==> config.mk <==
export PLATFORM = sky130hd
export DESIGN_NAME = ordered_value_list_unit
export DESIGN_NICKNAME = d
export VERILOG_FILES = /design/src/olv_pkg.sv /design/src/olv_ctrl.sv /design/src/olv_dp.sv /design/src/ordered_value_list_unit.sv
export SDC_FILE = /design/constraint.sdc
export NUM_CORES = 1
export LEC_CHECK = 0
export BUFFER_PORTS_ARGS = -buffer_cell sky130_fd_sc_hd__buf_2
export CAP_MARGIN = 10
export CORE_UTILIZATION = 58
export DETAILED_ROUTE_END_ITERATION = 8
export GPL_ROUTABILITY_DRIVEN = 1
export PLACE_DENSITY_LB_ADDON = 0.2
export SYNTH_ARGS = -nofsm -noshare
export SYNTH_HDL_FRONTEND = slang
export SYNTH_SLANG_ARGS = --single-unit
export TNS_END_PERCENT = 1
==> constraint.sdc <==
create_clock -name clk -period 5.11 [get_ports clk]
set_input_delay 0.2555 -clock clk [delete_from_list [all_inputs] [get_ports clk]]
set_output_delay 0.2555 -clock clk [all_outputs]
set_load 0.1 [all_outputs]
==> src/olv_pkg.sv <==
// package for the ordered value list unit: sizes, action and status codes,
// and the command bundle passed from the controller to the datapath
// no dependencies
package olv_pkg;

  localparam int CAPACITY = 16;
  localparam int CNT_W    = $clog2(CAPACITY + 1);
  localparam int VAL_W    = 32;
  localparam int ACT_W    = 3;
  localparam int STS_W    = 2;
  localparam int OCNT_W   = 5;

  localparam logic [ACT_W-1:0] ACT_APPEND   = 3'd0;
  localparam logic [ACT_W-1:0] ACT_PREPEND  = 3'd1;
  localparam logic [ACT_W-1:0] ACT_REMOVE   = 3'd2;
  localparam logic [ACT_W-1:0] ACT_CONTAINS = 3'd3;
  localparam logic [ACT_W-1:0] ACT_CLEAR    = 3'd4;

  localparam logic [STS_W-1:0] ST_OK        = 2'd0;
  localparam logic [STS_W-1:0] ST_FULL      = 2'd1;
  localparam logic [STS_W-1:0] ST_NOT_FOUND = 2'd2;

  typedef enum logic [0:0] {
    S_IDLE,
    S_EXEC
  } olv_state_t;

  typedef struct packed {
    logic capture;  // latch the incoming item
    logic exec;     // apply the latched item to the cells and load the result
  } olv_cmd_t;

endpackage

==> src/olv_ctrl.sv <==
// controller for the ordered value list unit: input/output handshake and
// the two-state sequencer driving the datapath
// depends on olv_pkg
module olv_ctrl (
  input  logic              clk,
  input  logic              rst_n,
  input  logic              in_valid,
  output logic              in_stall,
  output logic              out_valid,
  input  logic              out_stall,
  output olv_pkg::olv_cmd_t cmd
);

  olv_pkg::olv_state_t state_r, state_nxt;
  logic                out_valid_r, out_valid_nxt;
  logic                out_free;

  // result register can take a new beat when empty or being drained
  assign out_free = !out_valid_r || !out_stall;

  always_comb begin
    state_nxt = state_r;
    case (state_r)
      olv_pkg::S_IDLE: begin
        if (in_valid) state_nxt = olv_pkg::S_EXEC;
      end
      olv_pkg::S_EXEC: begin
        if (out_free) state_nxt = olv_pkg::S_IDLE;
      end
      default: state_nxt = olv_pkg::S_IDLE;
    endcase
  end

  always_comb begin
    in_stall      = 1'b1;
    cmd.capture   = 1'b0;
    cmd.exec      = 1'b0;
    out_valid_nxt = out_valid_r && out_stall;
    case (state_r)
      olv_pkg::S_IDLE: begin
        in_stall    = 1'b0;
        cmd.capture = in_valid;
      end
      olv_pkg::S_EXEC: begin
        cmd.exec = out_free;
        if (out_free) out_valid_nxt = 1'b1;
      end
      default: begin
        in_stall = 1'b1;
      end
    endcase
  end

  always_ff @(posedge clk) begin
    if (!rst_n) begin
      state_r     <= olv_pkg::S_IDLE;
      out_valid_r <= 1'b0;
    end else begin
      state_r     <= state_nxt;
      out_valid_r <= out_valid_nxt;
    end
  end

  assign out_valid = out_valid_r;

endmodule

==> src/olv_dp.sv <==
// datapath for the ordered value list unit: the row of entry cells, the
// entry count, parallel match logic and the result register
// depends on olv_pkg
module olv_dp (
  input  logic                              clk,
  input  logic                              rst_n,
  input  olv_pkg::olv_cmd_t                 cmd,
  input  logic        [olv_pkg::ACT_W-1:0]  in_action,
  input  logic signed [olv_pkg::VAL_W-1:0]  in_value,
  output logic        [olv_pkg::STS_W-1:0]  out_status,
  output logic                              out_found,
  output logic        [olv_pkg::OCNT_W-1:0] out_entry_count
);

  logic [olv_pkg::ACT_W-1:0]  act_r;
  logic [olv_pkg::VAL_W-1:0]  val_r;
  logic [olv_pkg::VAL_W-1:0]  entries_r   [olv_pkg::CAPACITY];
  logic [olv_pkg::VAL_W-1:0]  entries_nxt [olv_pkg::CAPACITY];
  logic [olv_pkg::CNT_W-1:0]  count_r, count_nxt;
  logic [olv_pkg::CAPACITY-1:0] hit;
  logic [olv_pkg::CAPACITY-1:0] at_or_after;
  logic                       any_hit;
  logic                       full;
  logic [olv_pkg::STS_W-1:0]  status_nxt;
  logic                       found_nxt;
  logic [olv_pkg::STS_W-1:0]  out_status_r;
  logic                       out_found_r;
  logic [olv_pkg::OCNT_W-1:0] out_count_r;

  assign full = count_r >= olv_pkg::CNT_W'(olv_pkg::CAPACITY);

  // per-cell compare, live cells only
  always_comb begin
    for (int i = 0; i < olv_pkg::CAPACITY; i++) begin
      hit[i] = (entries_r[i] == val_r) && (olv_pkg::CNT_W'(i) < count_r);
    end
  end

  // cells from the first match onwards take their successor on remove
  always_comb begin
    at_or_after[0] = hit[0];
    for (int i = 1; i < olv_pkg::CAPACITY; i++) begin
      at_or_after[i] = at_or_after[i-1] | hit[i];
    end
  end

  assign any_hit = at_or_after[olv_pkg::CAPACITY-1];

  always_comb begin
    entries_nxt = entries_r;
    count_nxt   = count_r;
    status_nxt  = olv_pkg::ST_OK;
    found_nxt   = 1'b0;
    case (act_r)
      olv_pkg::ACT_APPEND: begin
        if (full) begin
          status_nxt = olv_pkg::ST_FULL;
        end else begin
          for (int i = 0; i < olv_pkg::CAPACITY; i++) begin
            if (olv_pkg::CNT_W'(i) == count_r) entries_nxt[i] = val_r;
          end
          count_nxt = count_r + 1'b1;
        end
      end
      olv_pkg::ACT_PREPEND: begin
        if (full) begin
          status_nxt = olv_pkg::ST_FULL;
        end else begin
          entries_nxt[0] = val_r;
          for (int i = 1; i < olv_pkg::CAPACITY; i++) begin
            entries_nxt[i] = entries_r[i-1];
          end
          count_nxt = count_r + 1'b1;
        end
      end
      olv_pkg::ACT_REMOVE: begin
        if (any_hit) begin
          for (int i = 0; i < olv_pkg::CAPACITY - 1; i++) begin
            if (at_or_after[i]) entries_nxt[i] = entries_r[i+1];
          end
          count_nxt = count_r - 1'b1;
          found_nxt = 1'b1;
        end else begin
          status_nxt = olv_pkg::ST_NOT_FOUND;
        end
      end
      olv_pkg::ACT_CONTAINS: begin
        found_nxt = any_hit;
      end
      olv_pkg::ACT_CLEAR: begin
        count_nxt = '0;
      end
      default: begin
        status_nxt = olv_pkg::ST_OK;
      end
    endcase
  end

  always_ff @(posedge clk) begin
    if (cmd.capture) begin
      act_r <= in_action;
      val_r <= in_value;
    end
    if (cmd.exec) begin
      entries_r    <= entries_nxt;
      out_status_r <= status_nxt;
      out_found_r  <= found_nxt;
      out_count_r  <= olv_pkg::OCNT_W'(count_nxt);
    end
  end

  always_ff @(posedge clk) begin
    if (!rst_n) begin
      count_r <= '0;
    end else if (cmd.exec) begin
      count_r <= count_nxt;
    end
  end

  assign out_status      = out_status_r;
  assign out_found       = out_found_r;
  assign out_entry_count = out_count_r;

endmodule

==> src/ordered_value_list_unit.sv <==
// channel | direction | fields                              | handshake
// in_     | into unit | in_action, in_value                  | in_valid / in_stall
// out_    | from unit | out_status, out_found, out_entry_count | out_valid / out_stall
//
// one item at a time: S_IDLE latches the beat, then S_EXEC compares
// all cells at once and shifts, inserts or drops an entry in the cell row
// the result sits in an output register; while it is stalled the unit still
// latches one more beat, then holds that item in S_EXEC until it drains
// rst_n (synchronous, active low) empties the list; cell contents are not reset
// top level of the ordered value list unit
// depends on olv_pkg, olv_ctrl, olv_dp
module ordered_value_list_unit (
  input  logic                              clk,
  input  logic                              rst_n,
  input  logic                              in_valid,
  output logic                              in_stall,
  input  logic        [olv_pkg::ACT_W-1:0]  in_action,
  input  logic signed [olv_pkg::VAL_W-1:0]  in_value,
  output logic                              out_valid,
  input  logic                              out_stall,
  output logic        [olv_pkg::STS_W-1:0]  out_status,
  output logic                              out_found,
  output logic        [olv_pkg::OCNT_W-1:0] out_entry_count
);

  olv_pkg::olv_cmd_t cmd;

  olv_ctrl u_ctrl (
    .clk       (clk),
    .rst_n     (rst_n),
    .in_valid  (in_valid),
    .in_stall  (in_stall),
    .out_valid (out_valid),
    .out_stall (out_stall),
    .cmd       (cmd)
  );

  olv_dp u_dp (
    .clk             (clk),
    .rst_n           (rst_n),
    .cmd             (cmd),
    .in_action       (in_action),
    .in_value        (in_value),
    .out_status      (out_status),
    .out_found       (out_found),
    .out_entry_count (out_entry_count)
  );

endmodule

Word-level counts from Yosys, hierarchy flattened
Cells that the tools add are included.
{"block": "totals", "word_cells": 221, "out_inout_bits": 10, "reg_bits": 562, "inputBits": 39}
{"block": "op_classes", "n_lt_le_gt_ge": 17, "reduce_logical": 41, "bitwise": 16, "addsub": 2, "n_eq_ne": 69, "n_mux": 52}
{"operator": "$pmux W480 S3", "n": 1}
{"operator": "$mux W512", "n": 2}
{"operator": "$mux W32", "n": 31}
{"operator": "$eq A32 B32 Y1", "n": 16}
{"operator": "$mux W480", "n": 1}
{"operator": "$reduce_and A7 Y1", "n": 15}
{"operator": "$ne A2 B1 Y1 const B", "n": 32}
{"operator": "$pmux W32 S2", "n": 1}
{"operator": "$eq A4 B5 Y1 const A", "n": 8}
{"operator": "$lt A4 B5 Y1 const A", "n": 8}
{"operator": "$eq A3 B5 Y1 const A", "n": 4}
{"operator": "$lt A3 B5 Y1 const A", "n": 4}
{"operator": "$logic_and A1 B1 Y1", "n": 17}
{"operator": "$or A1 B1 Y1", "n": 15}
{"operator": "$pmux W5 S3", "n": 1}
{"operator": "$eq A2 B5 Y1 const A", "n": 2}
{"operator": "$lt A1 B5 Y1 const A", "n": 2}
{"operator": "$lt A2 B5 Y1 const A", "n": 2}
{"operator": "$mux W5", "n": 2}
{"operator": "$mux W1", "n": 9}
{"operator": "$eq A3 B2 Y1 const B", "n": 2}
{"operator": "$add A5 B1 Y5 const B", "n": 1}
{"operator": "$eq A1 B5 Y1 const A", "n": 1}
{"operator": "$ge A5 B5 Y1 const B", "n": 1}
{"operator": "16 further kinds", "n": 19}

Depth between registers and ports, before layout
{"block": "logic_depth", "word_depth": 19, "depth_mapped": 12, "depth_no_buf": 9}

Cells and area by module
Synthesis repeated with hierarchy kept, for this count alone.
{"block": "hier_totals", "cells_unflattened": 2385, "area_unflattened_um2": 30407.9}
{"module": "olv_dp", "n_inst": 1, "cells_per_inst": 2377, "seq_area_each_um2": 16766.1, "area_per_inst_um2": 30326.6}
{"module": "olv_ctrl", "n_inst": 1, "cells_per_inst": 8, "seq_area_each_um2": 40.0, "area_per_inst_um2": 81.3}

Worst setup path after synthesis
Ideal clock, no wire load.
{"block": "synth_path", "path_kind": "register to register", "from": "register u_dp.val_r[10] in the netlist's numbering", "to": "register u_dp.entries_r[384] in the netlist's numbering, enable pin", "t_required_ps": 4640, "period_less_slack_ps": 4977, "setup_slack_ps": 133, "path_buffers": 2, "arrival_ps": 4507, "stages_incl_launch_ff": 11, "setup_ps": 470, "cell_sequence": "edfxtp_1 buf_6 xor2_1 nor4_1 nand4_1 or4_4 nand4_4 nand4bb_4 o21ai_2 buf_2 a211oi_1"}
{"block": "synth_between", "elab_chain_cells": 19, "word_cells_on_any_way": 50, "cone_classes": "eq/ne (18); bitwise (15); reduce/logical (17)"}
{"item": "start: declaration", "line": "olv_dp.sv:16", "rtl": "logic [olv_pkg::VAL_W-1:0] val_r;"}
{"item": "start signal: assignment", "line": "olv_dp.sv:102", "rtl": "val_r <= in_value;"}
{"item": "$eq A32 B32 Y1", "line": "olv_dp.sv:35", "rtl": "hit[i] = (entries_r[i] == val_r) && (olv_pkg::CNT_W'(i) < count_r);"}
{"item": "$logic_and A1 B1 Y1", "line": "olv_dp.sv:35"}
{"item": "$or A1 B1 Y1 (15 in a row)", "line": "olv_dp.sv:43", "rtl": "at_or_after[i] = at_or_after[i-1] | hit[i];"}
{"item": "$ne A2 B1 Y1 (no source line)"}
{"item": "$reduce_and A7 Y1 (no source line) (*)"}
{"item": "end signal: assignment", "line": "olv_dp.sv:105", "rtl": "entries_r <= entries_nxt;"}
{"item": "end: declaration", "line": "olv_dp.sv:17", "rtl": "logic [olv_pkg::VAL_W-1:0] entries_r [olv_pkg::CAPACITY];"}
Every way passes the cells marked *; elsewhere a longest branch is shown, timed or not.
A chain may end at the register's enable or synchronous reset.

Worst setup path in the final report
{"block": "layout_path", "from": "register u_dp.val_r[21] in the netlist's numbering", "to": "register u_dp.entries_r[500] in the netlist's numbering, enable pin"}
Same word-level chain as after synthesis.

==> reports/summary.md <==
The critical path goes through xor2_1 > nor4_1 > nand4_1 > a2111oi_2 > a2111oi_4 > nand4bb_4 > o21ai_2 > buf_4 > nor3_2 > buf_12. The clock skew is 0.0337 ns, and the post-detailed-placement cell area is 31,200 µm². The unique cell type count in the Yosys netlist is 56. The share of final-layout standard cells stronger than drive strength 1 was 0.112. For the total number of vias, the log shows 23,370. The worst hold path passes through 2 cells. Using the TritonRoute via totals, the vias-per-cell ratio works out to 7.59.

The share of the cycle needed by the critical path after routing is 0.921, and the synthesis-stage register bit count is 562. Counting the buffers created by CTS gives 59. Summed over all layers, the routed wires come to 123,000 µm. Among cell families on the critical path, the largest total delay comes from simple AND/OR/NAND/NOR gates. For the number of non-filler instances in the completed layout, the log shows 3,078. In this run the deepest clock path goes through 3 buffers.

The tree is rooted in a clkbuf_16. The number of placed instances, taps included was 2,927. Worst min-delay path class: in2reg. The remaining max-slew budget at the tightest pin came out at 0.209.

The flow ran to the end, and the final reports show no timing, DRC or antenna violations. The tree built by TritonCTS fans out to 562 sinks. Row generation in the floorplan step produced 83 rows. Most common cell after layout, fill and taps aside: edfxtp_1. Once detail routing completed, the nets flagged for antenna violations numbered 0. 49 I/O pins were placed. For the number of antenna violations at the first check in global routing, the log shows 10. The tools report the placed wire-length estimate after detailed placement as 88,500 µm.

Input and output buffers added on the ports amount to 48. TritonCTS built the clock tree. The highest clock frequency the design can meet came out at 0.212 GHz. The mapped netlist covers 30,000 µm². The cell type of the slowest stage on the worst timing path is edfxtp_1.

The basic-gate share of the synthesized area counting and, or, nand and nor cells is 0.0810, and the number of gates resized after cts is 0. Together, buffers and inverters on the worst path number 2. The critical path in this run is classified as reg2reg. The fraction of registers with async set or reset after synthesis is 0.

Beginning of the worst register-to-register path: u_dp.val_r[21]. Launching element type of the critical path: a flip-flop. The number of nets handed over by synthesis was 2,400.

The logs give 6 for the number of optimization iterations in the first detailed-route pass and 0 for the hold violation total from the final report. The mux cell area share after synthesis is 0.000333, and the core box area is 51,200 µm². Clock latency on the worst-skew pair, taken at its later pin, is 0.67 ns. In the final routed layout, each cell accounts on average for 40.0 µm. The run gives 0 as the setup violation total in the final timing report. Yosys mapped a number of flops with a built-in enable equal to 555. The DRC violation count after routing is 0.

The dominant combinational cell family by area after synthesis was compound AO/OA/AOI/OAI gates. At the worst endpoint, the arrival time is 5.04 ns. The first global-routing pass estimated 170,000 µm of wire. The worst hold path begins at in_value[15]. The final cell area excluding filler cells is 33,400 µm², and the global router's overall resource usage is 0.465. Number of global-route vias before repair: 21,492. The tightest hold path in the finished design has a slack of 0.299 ns. The die covers 52,700 µm². The CTS H-tree depth was 2; the required arrival time at the worst endpoint was 5.44 ns.

In this run the static leakage power is 11.3 nW. Die span in y: 230 µm. Subtracting the final worst setup slack from the clock period gives 4.71 ns. The clock-pin slew on the worst setup and hold paths is 0.06 ns, and the number of max-cap violations is 0. Entering global routing, the biggest net connects 194 pins. The run gives 0.559 as the portion of the post-synthesis area used by sequential elements. Dividing total power by cell area gives a power density of 343 nW/µm². The run gives 0 as the final number of max-transition violations. Measured along the x axis, the die boundary spans 230 µm.

At the end of routability-driven placement, the weighted congestion stood at 1.06. In this run the register-to-register setup slack is 0.40 ns. The worst-case reg-to-reg path depth works out to 10.

The highest ir drop seen on vdd is 0.000323 V. The net count of the finished layout is 2,392. For hold timing, the worst endpoint is u_dp.val_r[15]. Number of standard cells after synthesis: 2,356. The adder-cell share of the synthesized area is 0.00208, and the slew of the pin with the lowest slew margin is 1.19 ns. The run gives 4,371 as the iteration-0 DRC count of the detailed router.

The library cells used most frequently in the layout, excluding fill and tap cells, are 555 x edfxtp_1, 448 x a221o_1, 288 x xor2_1, 222 x xnor2_1, 201 x nand2_1. The largest single stage delay on the critical path is 1.04 ns. The worst setup path is captured at a flip-flop.

Primary flip-flop cell chosen by synthesis mapping: edfxtp_1. The overall power after layout is 11.5 mW, and the fraction of the mapped netlist area in compound gates is 0.167. The growth of design area from synthesis to finish was 11.2%.

The initial core utilization was 0.587; the biggest fanout along the worst timing path was 23. Dividing the synthesized area by the synthesized cell count gives 12.8 µm². The run gives 0 ns as the final-layout setup total negative slack. The total overflow left after global routing is 0. The endpoint identified for the worst register-to-register timing path is u_dp.entries_r[500]. During synthesis, Yosys emitted a total of 0 warnings.

Xor-xnor portion of the synthesized cell area: 0.149. Setup repair after global routing left no endpoint under its margin.
Yosys cell counts (2+ instances only):
cell type | number | area share
a2111oi_2 | 2 | 0.0010
a211o_1 | 2 | 0.00058
nor4_2 | 4 | 0.0017
a221o_1 | 448 | 0.15
a211oi_1 | 6 | 0.0015
xor2_1 | 288 | 0.084
xnor2_1 | 222 | 0.065
and3_1 | 34 | 0.0071
clkbuf_1 | 172 | 0.021
buf_2 | 39 | 0.0065
buf_4 | 25 | 0.0062
buf_1 | 13 | 0.0016
nor4_1 | 75 | 0.016
nand2b_1 | 2 | 0.00042
ha_1 | 5 | 0.0021
or3_1 | 5 | 0.0010
a21oi_1 | 27 | 0.0045
edfxtp_1 | 555 | 0.55
nor2_1 | 27 | 0.0034
nand3_1 | 11 | 0.0018
and4_1 | 2 | 0.00058
inv_1 | 9 | 0.0011
buf_6 | 9 | 0.0034
o21ai_0 | 19 | 0.0032
nor3_1 | 30 | 0.0050
nand4_1 | 68 | 0.014
and2_1 | 3 | 0.00062
o21ai_1 | 5 | 0.00083
inv_2 | 2 | 0.00025
nand2_1 | 202 | 0.025
or4_4 | 2 | 0.00075
o2111ai_1 | 2 | 0.00058
a31oi_1 | 7 | 0.0015
nor2b_1 | 6 | 0.0012
dfxtp_1 | 7 | 0.0047
cells by family after synthesis:
group	count (synthesis)
flip-flops	562
XOR/XNOR	510
buffers and inverters	271
multiplexers	1
AO/OA/AOI/OAI	531
AND/OR/NAND/NOR	476
adder cells (fa/ha/maj)	5
sequential cells by signal, indices dropped and copies added, names as in the netlist:
signal / cells
u_ctrl.out_valid: 1
u_ctrl.state_r: 1
u_dp.act_r: 3
u_dp.count_r: 5
u_dp.entries_r: 512
u_dp.out_entry_count: 5
u_dp.out_found: 1
u_dp.out_status: 2
u_dp.val_r: 32
worst max path at each step:
stage                         startpoint  cells after the start                   to
after floorplan           u_dp.val_r[10]                     10  u_dp.entries_r[384]
after global placement    u_dp.val_r[21]                     10  u_dp.entries_r[492]
after detailed placement  u_dp.val_r[21]                     10  u_dp.entries_r[480]
after CTS                 u_dp.val_r[21]                     10  u_dp.entries_r[508]
after global routing       u_dp.val_r[7]                     10  u_dp.entries_r[206]
final                     u_dp.val_r[21]                     10  u_dp.entries_r[500]
metal layers:
metal | GRT usage | part of all wire | vias up
met1 | 0.610 | 0.36 | 11611
li1 | - | - | 9296
met4 | 0.328 | 0.081 | 12
met3 | 0.142 | 0.14 | 370
met2 | 0.655 | 0.42 | 2081
met5 | 0 | 0.00067 | -
power breakdown:
group          total [mW]  internal, mW  switching, mW
clock network        4.24          2.33           1.91
registers            5.54          5.31          0.236
logic                1.67         0.589           1.08
cell type report:
cell class,instances,area (µm²)
diodes,4,10.0
clock buffers,76,1540
clock inverters,31,285
fillers,3793,17800
inverters,12,45.0
multi-input cells,1523,12200
flip-flops and latches,562,16800
well taps,680,851
repair buffers,190,1680
metrics by stage:
step	worst slack [ns]	utilization
after floorplan	0.133	-
after CTS	0.563	0.652
after detailed placement	0.590	0.609
after global placement	0.535	0.609
final	0.401	0.653
after global routing	0.397	0.652
what timing repair did:
action                                 in CTS  in global routing
buffers inserted                            0                  0
hold buffers                               40                  0
endpoints found under the hold margin      42                  0
No activity file was read; power rests on OpenSTA's default activity.
